$ cat src/hw/rtl/murmur64_key_hash_unit_macros.svh
// ----------------------------------------------------------------------------
// murmur64_key_hash_unit_macros.svh
// Assertion macros shared by the key hash unit RTL.
// ----------------------------------------------------------------------------
`ifndef MURMUR64_KEY_HASH_UNIT_MACROS_SVH
`define MURMUR64_KEY_HASH_UNIT_MACROS_SVH

// Same-cycle implication, sampled on clk, off while rst is high.
`define MKH_ASSERT_IMP(lbl, ante, cons, msg) \
  lbl: assert property (@(posedge clk) disable iff (rst) (ante) |-> (cons)) \
    else $error(msg);

// Next-cycle implication, sampled on clk, off while rst is high.
`define MKH_ASSERT_NXT(lbl, ante, cons, msg) \
  lbl: assert property (@(posedge clk) disable iff (rst) (ante) |=> (cons)) \
    else $error(msg);

`endif

$ cat src/hw/rtl/mkh_pkg.sv
// ----------------------------------------------------------------------------
// mkh_pkg
// Types and constants shared by the key hash unit modules.
// ----------------------------------------------------------------------------
package mkh_pkg;

  localparam int WORD_W  = 64;
  localparam int LEN_W   = 32;
  localparam int BYTES_W = 4;
  localparam int SHIFT_W = 6;
  localparam int RSV_W   = 8;
  localparam int ADDR_W  = 5;

  // What the back end does with one word
  typedef enum logic [1:0] {
    OP_SKIP,
    OP_TAIL,
    OP_FULL
  } mkh_kind_t;

  // Configuration register indexes (byte address = 8 * index)
  typedef enum logic [1:0] {
    CFG_SEED,
    CFG_MULT,
    CFG_SHIFT,
    CFG_RSV
  } mkh_cfg_t;

  // Back end sequencer states
  typedef enum logic [2:0] {
    BK_IDLE,
    BK_KEY_MIX,
    BK_KEY_FOLD,
    BK_HASH_MUL,
    BK_FINAL_MUL,
    BK_EMIT
  } mkh_state_t;

  // Classified word as it sits in the queue
  typedef struct packed {
    mkh_kind_t           kind;
    logic                first;
    logic                last;
    logic [WORD_W-1:0]   data;
    logic [WORD_W-1:0]   init;
  } mkh_op_t;

endpackage

$ cat src/hw/rtl/mkh_queue.sv
// ----------------------------------------------------------------------------
// mkh_queue
// Small FIFO of classified words between the front and back ends.
// ----------------------------------------------------------------------------
module mkh_queue
  import mkh_pkg::*;
#(
  parameter int DEPTH = 2
)
(
  input  logic    clk,
  input  logic    rst,
  input  logic    push,
  input  mkh_op_t push_data,
  output logic    not_full,
  input  logic    pop,
  output mkh_op_t pop_data,
  output logic    not_empty
);

  localparam int PTR_W = $clog2(DEPTH);
  localparam int CNT_W = $clog2(DEPTH + 1);

  mkh_op_t          entries [DEPTH];
  logic [PTR_W-1:0] wr_ptr;
  logic [PTR_W-1:0] rd_ptr;
  logic [CNT_W-1:0] count;

  assign not_full  = (count != CNT_W'(DEPTH));
  assign not_empty = (count != '0);
  assign pop_data  = entries[rd_ptr];

  always_ff @(posedge clk) begin
    if (push && not_full) begin
      entries[wr_ptr] <= push_data;
    end
  end

  always_ff @(posedge clk) begin
    if (rst) begin
      wr_ptr <= '0;
      rd_ptr <= '0;
      count  <= '0;
    end else begin
      if (push && not_full) begin
        wr_ptr <= wr_ptr + 1'b1;
      end
      if (pop && not_empty) begin
        rd_ptr <= rd_ptr + 1'b1;
      end
      unique case ({push && not_full, pop && not_empty})
        2'b10:   count <= count + 1'b1;
        2'b01:   count <= count - 1'b1;
        default: count <= count;
      endcase
    end
  end

endmodule

$ cat config.mk
export PLATFORM = sky130hd
export DESIGN_NAME = mkh_queue
export DESIGN_NICKNAME = d
export VERILOG_FILES = /design/src/hw/rtl/murmur64_key_hash_unit_macros.svh /design/src/hw/rtl/mkh_pkg.sv /design/src/hw/rtl/mkh_queue.sv
export SDC_FILE = /design/constraint.sdc
export NUM_CORES = 1
export LEC_CHECK = 0
export ABC_AREA = 0
export BUFFER_PORTS_ARGS = -buffer_cell sky130_fd_sc_hd__buf_2
export CORE_AREA = 2 2 142 144
export CTS_CLUSTER_SIZE = 28
export DETAILED_ROUTE_END_ITERATION = 6
export DIE_AREA = 0 0 144 146
export PLACE_DENSITY = 0.8
export SYNTH_ARGS = -nofsm -noshare
export SYNTH_HDL_FRONTEND = slang
export SYNTH_SLANG_ARGS = --single-unit
$ cat constraint.sdc
create_clock -name clk -period 7.48 [get_ports clk]
set_clock_uncertainty 0.05 [all_clocks]
set_input_delay 0.374 -clock clk [delete_from_list [all_inputs] [get_ports clk]]
set_output_delay 0.374 -clock clk [all_outputs]
set_load 0.01 [all_outputs]
==> metrics.txt <==
average footprint of a synthesized cell 22.46 µm²; width of the chip 144 µm; first-pass GRT wire length 31,320 µm; CTS max path bufs 3; number of nets in the finished design 986; commonest cells after routing, fill and taps aside buf_2 (269), edfxtp_1 (264), mux2_2 (132), dlygate4sd3_1 (128), clkbuf_16 (27); DRT Wirelength 21,070 µm; design area 13,430 µm²; vias in the first global route 6,094; number of top-level pins 270; setup repair after global routing missed its margin false; endpoint type of the worst setup path output pin; cell area after technology mapping 9768 µm²; Critical Path RT 7.06 ns; Clk Tree Root Cell clkbuf_16; CP Launch Type register; number of pins with negative max-slew slack in the final report 0; antenna violations before repair 3; final-layout setup total negative slack 0 ns; Max-slew headroom 37.32%; number of standard-cell rows in the floorplan 51; Setup WS post-layout 4.177 ns; Iteration-0 DRC Markers 269; Clock H-tree levels 1; insertion delay of the later-clocked pin in the worst-skew pair 0.53 ns; gp weighted congestion 0.7702; status finished, final reports clean; net count after synthesis 572; routed wirelength normalized by instance count 18.55 µm; Critical Path Max Stage Delay 0.89 ns; transition time of the tightest slew-check pin 0.9401 ns; Crit Path Max Fanout 70; CP Class reg -> out; Worst IR Drop VDD 298.9 µV; largest net degree at the start of global routing 71; max frequency 302.7 MHz; final count of negative-setup-slack endpoints 0; sequential area share after synthesis 82.18%; remaining antenna violation count 0; Static Leakage 5.041 nW; post-CTS repair timing setup buffer count 0; vias per cell 4.935; Critical Path, Cell by Cell buf_4 > mux2_2 > buf_2; total chip power 4.284 mW; DRC violation count after routing 0; die footprint 21,020 µm²; number of instances in the synthesized netlist 435; Overall Global Routing Usage 19.13%; arrival time of data at the critical path endpoint 2.88 ns; MaxCap Viol Count 0; count of final hold-check violations 0; DR vias 5,606; clock tree from TritonCTS built; Yosys reg bits 269; most common cell after layout, fill and taps aside buf_2; starting utilization of the core area 50.52%; core area 19,330 µm²; CTS Hold Buffers Added 126; signed area change from the synthesized netlist to the final layout 37.52%; Hold WC Path Type in -> reg; final worst path period share 44.16%; Post-Place Worst Slack 4.655 ns; CTS resizes 0; standard cell area after detailed placement 11,350 µm²; total number of yosys warnings 0; minimum clock period 3.303 ns; clock buffers created by TritonCTS 27; slowest stage cell on the critical path dfxtp_4; layout cell share with drive strength beyond 1 51.15%; 1st-pass router iterations 4; power density relative to cell area 318.9 nW/µm²; port bufs 269; overflow left after global routing 0; height of the chip 146 µm; Unique masters post-synth 20; clock-pin slew on the worst setup and hold paths 0.07 ns; sinks on the clock net 269; HPWL after DPL 12,150 µm
==> cell usage after synthesis <==
cell	n	share of area, %
mux2_2	132	15
dfxtp_1	5	1.0
xnor2_1	2	0.18
nand2_1	1	0.038
inv_1	1	0.038
nand2b_1	1	0.064
or2_2	1	0.064
or3_1	1	0.064
buf_2	6	0.31
nor2_1	3	0.12
and3_1	1	0.064
a21bo_2	1	0.10
a21oi_1	2	0.10
o21ai_0	1	0.051
xor2_1	1	0.090
nand3b_1	1	0.077
edfxtp_1	264	81
o21a_1	1	0.077
buf_6	9	1.0
ha_1	1	0.13
==> kinds of logic after synthesis <==
kind of cell	after synthesis	share of synthesized area, %
buffers and inverters	16	1.383
AND/OR/NAND/NOR	9	0.4869
AO/OA/AOI/OAI	5	0.3330
flip-flops	269	82.18
XOR/XNOR	3	0.2690
adder cells (fa/ha/maj)	1	0.1281
multiplexers	132	15.22
==> critical path: cells and delay by family, from the launching register on <==
kind | cells | cell delay (ns)
muxes | 1 | 0.43
DFF | 1 | 0.89
buffers and inverters | 2 | 0.96
==> final timing paths <==
kind,from,cells past startpoint,slack [ns],end
max,register,3,4.18,pop_data[35]
min reg2reg,rd_ptr,2,0.49,rd_ptr
min,push_data[126],1,0.02,entries[0][126]
max reg2reg,count[0],3,4.60,entries[1][47]
==> state kept, by name, summed over array words and instances, names as in the netlist, named ones only <==
register and flops:
wr_ptr 1, count 2, rd_ptr 1, entries 264
==> per-stage QoR <==
stage               hold WS [ns]  instances  utilization, %
floorplan                 0.3931        435               -
global placement          0.4384        957           58.69
detailed placement        0.4641        957           58.69
CTS                   0.00002892       1131           69.33
global route           0.0003654       1136           69.48
finish                   0.02116       1136           69.48
==> area by class of cell <==
cell class / instances / area, µm²
inverter: 1 / 6.256
clock buffer: 34 / 701.9
clock inverter: 14 / 93.84
multi-input combinational: 150 / 1610
sequential: 269 / 8031
tap: 265 / 331.6
antenna: 3 / 7.507
timing repair buffer: 400 / 2650
fill: 1157 / 5902
==> layer usage <==
metal / wire, µm / global-route usage [%] / up-vias
met5: 0 / 0 / -
met4: 728 / 7.990 / 0
met3: 1825 / 5.100 / 63
met2: 10690 / 33.81 / 279
met1: 7828 / 21.78 / 2696
li1: - / - / 2568
==> where the power goes <==
part           total [mW]  switching [mW]  internal, mW  leakage [nW]
sequential           2.01           0.101          1.91          2.51
combinational        1.05           0.536         0.518          2.14
clock                1.22           0.527         0.695         0.389
Power figures use the tool's default switching activity.
