**config.mk**
```make
export PLATFORM = sky130hd
export DESIGN_NAME = mkh_front
export DESIGN_NICKNAME = d
export VERILOG_FILES = /design/src/hw/rtl/murmur64_key_hash_unit_macros.svh /design/src/hw/rtl/mkh_pkg.sv /design/src/hw/rtl/mkh_front.sv
export SDC_FILE = /design/constraint.sdc
export NUM_CORES = 1
export LEC_CHECK = 0
export ABC_AREA = 1
export BUFFER_PORTS_ARGS = -buffer_cell sky130_fd_sc_hd__buf_2
export CORE_AREA = 2 2 119 121
export CTS_CLUSTER_DIAMETER = 50
export DETAILED_ROUTE_END_ITERATION = 6
export DIE_AREA = 0 0 121 123
export HOLD_SLACK_MARGIN = 0.15
export PLACE_DENSITY = 0.36
export RECOVER_POWER = 25
export SKIP_LAST_GASP = 1
export SLEW_MARGIN = 15
export SYNTH_ARGS = -nofsm -noshare
export SYNTH_HDL_FRONTEND = slang
export SYNTH_SLANG_ARGS = --single-unit
```
**constraint.sdc**
```tcl
create_clock -name clk -period 0.8 [get_ports clk]
set_input_delay 0.08 -clock clk [delete_from_list [all_inputs] [get_ports clk]]
set_output_delay 0.08 -clock clk [all_outputs]
set_load 0.05 [all_outputs]
```
**src/hw/rtl/murmur64_key_hash_unit_macros.svh**
```systemverilog
// ----------------------------------------------------------------------------
// murmur64_key_hash_unit_macros.svh
// Assertion macros shared by the key hash unit RTL.
// ----------------------------------------------------------------------------
`ifndef MURMUR64_KEY_HASH_UNIT_MACROS_SVH
`define MURMUR64_KEY_HASH_UNIT_MACROS_SVH

// Same-cycle implication, sampled on clk, off while rst is high.
`define MKH_ASSERT_IMP(lbl, ante, cons, msg) \
  lbl: assert property (@(posedge clk) disable iff (rst) (ante) |-> (cons)) \
    else $error(msg);

// Next-cycle implication, sampled on clk, off while rst is high.
`define MKH_ASSERT_NXT(lbl, ante, cons, msg) \
  lbl: assert property (@(posedge clk) disable iff (rst) (ante) |=> (cons)) \
    else $error(msg);

`endif

```
**src/hw/rtl/mkh_pkg.sv**
```systemverilog
// ----------------------------------------------------------------------------
// mkh_pkg
// Types and constants shared by the key hash unit modules.
// ----------------------------------------------------------------------------
package mkh_pkg;

  localparam int WORD_W  = 64;
  localparam int LEN_W   = 32;
  localparam int BYTES_W = 4;
  localparam int SHIFT_W = 6;
  localparam int RSV_W   = 8;
  localparam int ADDR_W  = 5;

  // What the back end does with one word
  typedef enum logic [1:0] {
    OP_SKIP,
    OP_TAIL,
    OP_FULL
  } mkh_kind_t;

  // Configuration register indexes (byte address = 8 * index)
  typedef enum logic [1:0] {
    CFG_SEED,
    CFG_MULT,
    CFG_SHIFT,
    CFG_RSV
  } mkh_cfg_t;

  // Back end sequencer states
  typedef enum logic [2:0] {
    BK_IDLE,
    BK_KEY_MIX,
    BK_KEY_FOLD,
    BK_HASH_MUL,
    BK_FINAL_MUL,
    BK_EMIT
  } mkh_state_t;

  // Classified word as it sits in the queue
  typedef struct packed {
    mkh_kind_t           kind;
    logic                first;
    logic                last;
    logic [WORD_W-1:0]   data;
    logic [WORD_W-1:0]   init;
  } mkh_op_t;

endpackage

```
**src/hw/rtl/mkh_front.sv**
```systemverilog
// ----------------------------------------------------------------------------
// mkh_front
// Accepts key words, tracks key boundaries and classifies each word.
// ----------------------------------------------------------------------------
module mkh_front
  import mkh_pkg::*;
(
  input  logic               clk,
  input  logic               rst,
  input  logic [WORD_W-1:0]  key_word,
  input  logic [LEN_W-1:0]   key_length,
  input  logic [BYTES_W-1:0] word_bytes,
  input  logic               last_word,
  input  logic               key_valid,
  output logic               key_ready,
  input  logic [WORD_W-1:0]  seed,
  output mkh_op_t            op,
  output logic               op_valid,
  input  logic               op_ready
);

  logic              in_key;
  logic [WORD_W-1:0] tail_mask;

  // Byte lanes below the tail count stay
  always_comb begin
    for (int i = 0; i < 8; i++) begin
      tail_mask[i*8 +: 8] = (3'(i) < word_bytes[2:0]) ? 8'hff : 8'h00;
    end
  end

  always_comb begin
    op.first = !in_key;
    op.last  = last_word;
    op.init  = seed ^ {{(WORD_W-LEN_W){1'b0}}, key_length};
    if (word_bytes[3]) begin
      op.kind = OP_FULL;
      op.data = key_word;
    end else if (word_bytes[2:0] != 3'd0) begin
      op.kind = OP_TAIL;
      op.data = key_word & tail_mask;
    end else begin
      op.kind = OP_SKIP;
      op.data = key_word;
    end
  end

  assign op_valid  = key_valid;
  assign key_ready = op_ready;

  // Track whether the next beat opens a new key
  always_ff @(posedge clk) begin
    if (rst) begin
      in_key <= 1'b0;
    end else if (key_valid && op_ready) begin
      in_key <= !last_word;
    end
  end

endmodule

```
==> out/qor.yml, run 1 <==
initial_core_util_pct: 8.87
fp.dieH_um: 123
reg_top3: "in_key (1)"
grt_max_degree: 9
status: "finished, violations left"
critPathCaptureType: "output pin"
hpwl_um: 5360
final.period_utilization_pct: 132
dr.first_iter.drc_count: 10
diodes: 0
synth_area_per_cell_um2: 5.67
pwr_density_cell_nw_per_um2: 940
cap_violations: 0
yosysTopAreaCell: "xor2_1"
static-leakage-power_nw: 1.73
rows: 43
core_area_um2: 13600
hold_slack_ns: 0.160
mostFrequentLayoutCells: "buf_2 (161), buf_6 (39), clkinvlp_4 (33), xor2_2 (32), inv_1 (25)"
critPathRequiredTime_ns: 0.72
start_kind: "primary input"
slew_headroom_pct: 82.5
grt_pass1_vias: 1768
grt_pass1_wl_um: 8310
syn_nets: 382
fin_nets: 573
synth-compound-area-share_pct: 5.28
antenna_found_initial: 0
critical_path_class: "in -> out"
period_needed_ns: 1.06
drt-total-wl_um: 5970
fin_worst_skew_ns: 0
routabilityCongestion: 0.677
timing.fmax_ghz: 0.947
worstPathMaxFanout: 8
insertion_delay_ns: 0
synth_cells: 213
setup_viol: 57
ys_seq_area_share_pct: 1.66
largest-register: "in_key"
worstPathArrival_ns: 0.98
pre_cts_ws_ns: -0.352
synth-seq-cells: 1
largest_reg_flops: 1
yosys.area_share.xor_xnor_pct: 23.2
dpl_cell_area_um2: 2980
synthesis.area_um2: 1210
violations: "setup timing"
die_area_um2: 14900
track_usage_pct: 6.82
yosys.area_share.simple_pct: 25.1
first_pass_iters: 2
final_common_cell: "buf_2"
muxShareOfSynthArea_pct: 0
ys_top_cells_by_area: "xor2_1 (23%), buf_4 (22%), inv_1 (19%)"
ant_nets: 0
vias: 1886
drive_gt1_share_pct: 92.8
io_pins: 303
synthAdderAreaFrac_pct: 0
io_buffers: 222
vdd_drop_max_mv: 0.338
ys_warn_count: 0
worst_pin_slew_ns: 0.265
worst_slack_ns: -0.256
cts_hold_buf: 0
yosysTopAreaCellShare_pct: 23.2
finalHoldViolations: 0
synth_top_family_by_area: "buffers and inverters"
via_per_inst: 3.24
grt.overflow.total: 0
area_delta_synth_final_pct: 204
final_max_slew_viol_count: 0
rsz0062_at_grt: "yes"
finalInstanceArea_um2: 3670
drc_errors: 0
wl_per_cell_um: 10.3
nFillCells: 1470
dieWidth_um: 121
worstHoldPathType: "in -> out"
ys_types: 17
-- final timing paths --
kind | start | to | depth (start not counted) | slack, ns
max | word_bytes[2] | op[107] | 7 | -0.26
min | seed[46] | op[46] | 0 | 0.16
max reg2reg | in_key | in_key | 2 | 0.21
min reg2reg | in_key | in_key | 2 | 0.52
-- layout make-up --
type / instances / area (um^2) / share of cell area, %
Inverter: 60 / 352 / 9.58
Multi-Input combinational cell: 105 / 1340 / 36.4
Tap cell: 180 / 225 / 6.14
Sequential cell: 1 / 20.0 / 0.546
Timing Repair Buffer: 236 / 1740 / 47.4
-- cells in the mapped netlist (all sizes together) --
master	number
nor3b	1
inv	60
nor2	18
and2	1
nand3	6
nand2	37
a21oi	2
a31oi	8
buf	39
dfxtp	1
clkbuf	8
xor2	32
-- layer usage --
layer / share of wire (%) / global-route usage (%)
met4: 2.3 / 1.45
met5: 0 / 0
met3: 11 / 1.38
met1: 27 / 6.44
met2: 60 / 14.7
-- through the flow --
stage	instances	utilization (%)	power, W	TNS (ns)
floorplan	213	-	0.00262	-11.56
global placement	581	21.9	0.00295	-18.09
detailed placement	581	21.9	0.00296	-18.72
CTS	580	26.1	0.00339	-12.31
global route	582	27.0	0.00362	-15.73
finish	582	27.0	0.00345	-12.55
-- where the power goes --
group          internal, W  total (W)  switching [W]
Sequential       0.0000543  0.0000558     0.00000156
Combinational      0.00120    0.00339        0.00220
Clock                    0          0              0
Total              0.00125    0.00345        0.00220
-- worst max-delay path, cell delays in order --
cell	delay, ns
buf_6	0.11
nor2_4	0.18
nand2_4	0.11
nand3_4	0.16
nand2_2	0.09
clkinvlp_4	0.06
buf_4	0.18
-- cells by family after synthesis --
logic type / Yosys count
AOI/OAI and AO/OA: 10
xor gates and xnor gates: 32
buffers and inverters: 107
DFF: 1
and+or+nand+nor: 63
-- timing repair --
action | in CTS | in global routing
setup buffers | 0 | 3
gates cloned | 0 | 0
endpoints found under the hold margin | 0 | 0
pin swaps | 21 | 13
endpoints found under the setup margin | 57 | 57
gates resized for setup | 171 | 26
(Power assumes the default switching activity.)
==> run 2: changes to the inputs <==
- ABC_AREA: 1 -> default
- CORE_AREA: 2 2 119 121 -> 2 2 118 120
- DIE_AREA: 0 0 121 123 -> 0 0 120 122
==> out/qor.yml, run 2 <==
pwr_density_cell_nw_per_um2: 917  # -2.5%
core_area_um2: 13500  # -0.79%
r2r_start: "in_key"
nFillCells: 1438  # -2.2%
holdPathStages: 0  # unchanged
yosys_most_used_dff: "dfxtp_1"
dieWidth_um: 120  # -0.83%
fin_nets: 532  # -7.2%
final_max_slew_viol_count: 0  # unchanged
grt_pass1_wl_um: 8170  # -1.7%
static-leakage-power_nw: 1.85  # +7.2%
finalInstanceArea_um2: 3830  # +4.3%
synth_cells: 170  # -20%
start_kind: "primary input"
grt.overflow.total: 0  # unchanged
ys_warn_count: 0  # unchanged
reg_top3: "in_key (1)"
dpl_cell_area_um2: 3270  # +9.8%
die_area_um2: 14600  # -1.6%
yosysMostFrequentCell: "buf_4"
vdd_drop_max_mv: 0.402  # +19%
track_usage_pct: 6.69  # -0.12 points
timing.fmax_ghz: 0.791  # -17%
final_common_cell: "buf_2"
period_needed_ns: 1.26  # +0.209 ns
grt_pass1_vias: 1767  # -0.057%
hpwl_um: 5060  # -5.6%
fin_worst_skew_ns: 0  # unchanged
antenna_found_initial: 0  # unchanged
hold_end: "op[32]"
rrSetupSlack_ns: 0.17  # -0.04 ns
vias: 1811  # -4.0%
dr.first_iter.drc_count: 6  # -4
finalHoldViolations: 0  # unchanged
cap_violations: 0  # unchanged
worstHoldPathType: "in -> out"
ant_nets: 0  # unchanged
cts_hold_buf: 0  # unchanged
critPathCaptureType: "output pin"
largest-register: "in_key"
io_pins: 303  # unchanged
synth_edf_count: 0  # unchanged
multiInputGateArea_um2: 1680  # +26%
rsz0062_at_grt: "yes"
r2r-end: "in_key"
final.period_utilization_pct: 158  # +26 points
insertion_delay_ns: 0  # unchanged
syn_nets: 339  # -11%
fin_tns_setup_ns: -20.56  # -8.01 ns
area_delta_synth_final_pct: 222
io_buffers: 222  # unchanged
synth_area_per_cell_um2: 6.98  # +23%
ys_seq_area_share_pct: 1.69  # +0.028 points
drc_errors: 0  # unchanged
rr_worst_depth: 2  # unchanged
initial_core_util_pct: 8.79  # -0.078 points
critPathRequiredTime_ns: 0.72  # about the same
setup_viol: 57  # unchanged
ys_top_cells_by_area: "xor2_1 (24%), buf_4 (23%), a21boi_0 (11%)"
synthesis.area_um2: 1190  # -1.7%
ys_types: 20  # +3
worst_pin_slew_ns: 0.258  # -0.00704 ns
largest_reg_flops: 1  # unchanged
first_pass_iters: 2  # unchanged
rows: 43  # unchanged
async_flop_share_pct: 0  # unchanged
synthTopCellsByCount: "buf_4 (36), xor2_1 (33), a21boi_0 (18), inv_1 (18), a31oi_1 (16)"
regArea_um2: 20.0  # unchanged
drt-total-wl_um: 5720  # -4.2%
worst_slack_ns: -0.465  # -0.209 ns
violations: "setup timing"
wl_per_cell_um: 10.6  # +3.0%
critical_path_class: "in -> out"
fp.dieH_um: 122  # -0.81%
mostFrequentLayoutCells: "buf_2 (161), buf_6 (59), xor2_2 (32), a21boi_4 (27), inv_1 (17)"
routabilityCongestion: 0.669  # -1.1%
yosysTopAreaCellShare_pct: 24.3  # +1.1 points
drive_gt1_share_pct: 94.5  # +1.7 points
grt_max_degree: 20  # +11
synth-seq-cells: 1  # unchanged
diodes: 0  # unchanged
worstPathMaxFanout: 10  # +2
worstPathArrival_ns: 1.18  # +0.20 ns
slew_headroom_pct: 82.7  # +0.28 points
status: "finished, violations left"
via_per_inst: 3.35  # +3.3%
min_from: "seed[32]"
yosysTopAreaCell: "xor2_1"
[run 2: cell count changes in the layout (fill, tap and decap cells not counted), moves of 7 or more]
cell	change
clkinvlp_4	-33
a21boi_4	+27
nand2_2	-21
buf_6	+20
buf_8	-18
nor2_4	-17
nand2_4	-16
a31oi_4	+8
inv_1	-8
nor2b_4	+8
buf_12	+7
[run 2: repair_timing]
| action | 4_1_cts | 5_1_grt |
|---|---|---|
| pin swaps | 7 | 3 |
| gates resized for setup | 126 | 13 |
| hold endpoints to repair | 0 | 0 |
| setup endpoints to repair | 57 | 57 |
| gates cloned | 0 | 1 |
| buffers inserted | 5 | 2 |
[run 2: worst max path at each step]
stage,startpoint,to,slack (ns)
floorplan,word_bytes[1],op[112],-0.42
global placement,word_bytes[1],op[115],-0.58
detailed placement,word_bytes[1],op[115],-0.59
CTS,word_bytes[1],op[130],-0.49
global route,word_bytes[1],op[118],-0.50
finish,word_bytes[1],op[130],-0.46
[run 2: layout make-up]
class,instances,share of cell area (%)
tap,180,5.88
timing repair buffer,243,47.9
inverter,18,1.76
sequential,1,0.523
multi-input combinational,99,43.9
[run 2: kinds of logic after synthesis]
group                     after synthesis  synth area share (%)
buffers and inverters                  70                  35.5
AOI/OAI and AO/OA                      52                  30.7
xor gates and xnor gates               33                  24.3
and+or+nand+nor                        14                  7.80
DFF                                     1                  1.69
[run 2: metal layers]
layer	vias up	wire length, um	track usage (%)
li1	866	-	-
met1	830	1750	6.88
met2	109	3410	14.3
met3	6	548	1.03
met4	0	9	0.662
met5	-	0	0
[run 2: critical path: stages]
cell and delay [ns]:
buf_6 0.09, or3_4 0.45, buf_12 0.19, and2_2 0.19, buf_4 0.18
[run 2: power by group]
part | switching [W] | internal [W] | total (W)
Sequential | 0.00000159 | 0.0000543 | 0.0000559
Combinational | 0.00215 | 0.00131 | 0.00345
Clock | 0 | 0 | 0
[run 2: stage by stage]
step                hold slack [ns]  cells  total power (W)  util [%]  worst slack, ns
global placement              0.160    534          0.00313      24.2           -0.582
finish                        0.160    541          0.00351      28.4           -0.465
floorplan                     0.158    170          0.00277         -           -0.424
CTS                           0.160    539          0.00350      27.8           -0.495
detailed placement            0.160    534          0.00313      24.2           -0.591
global route                  0.160    541          0.00367      28.4           -0.496
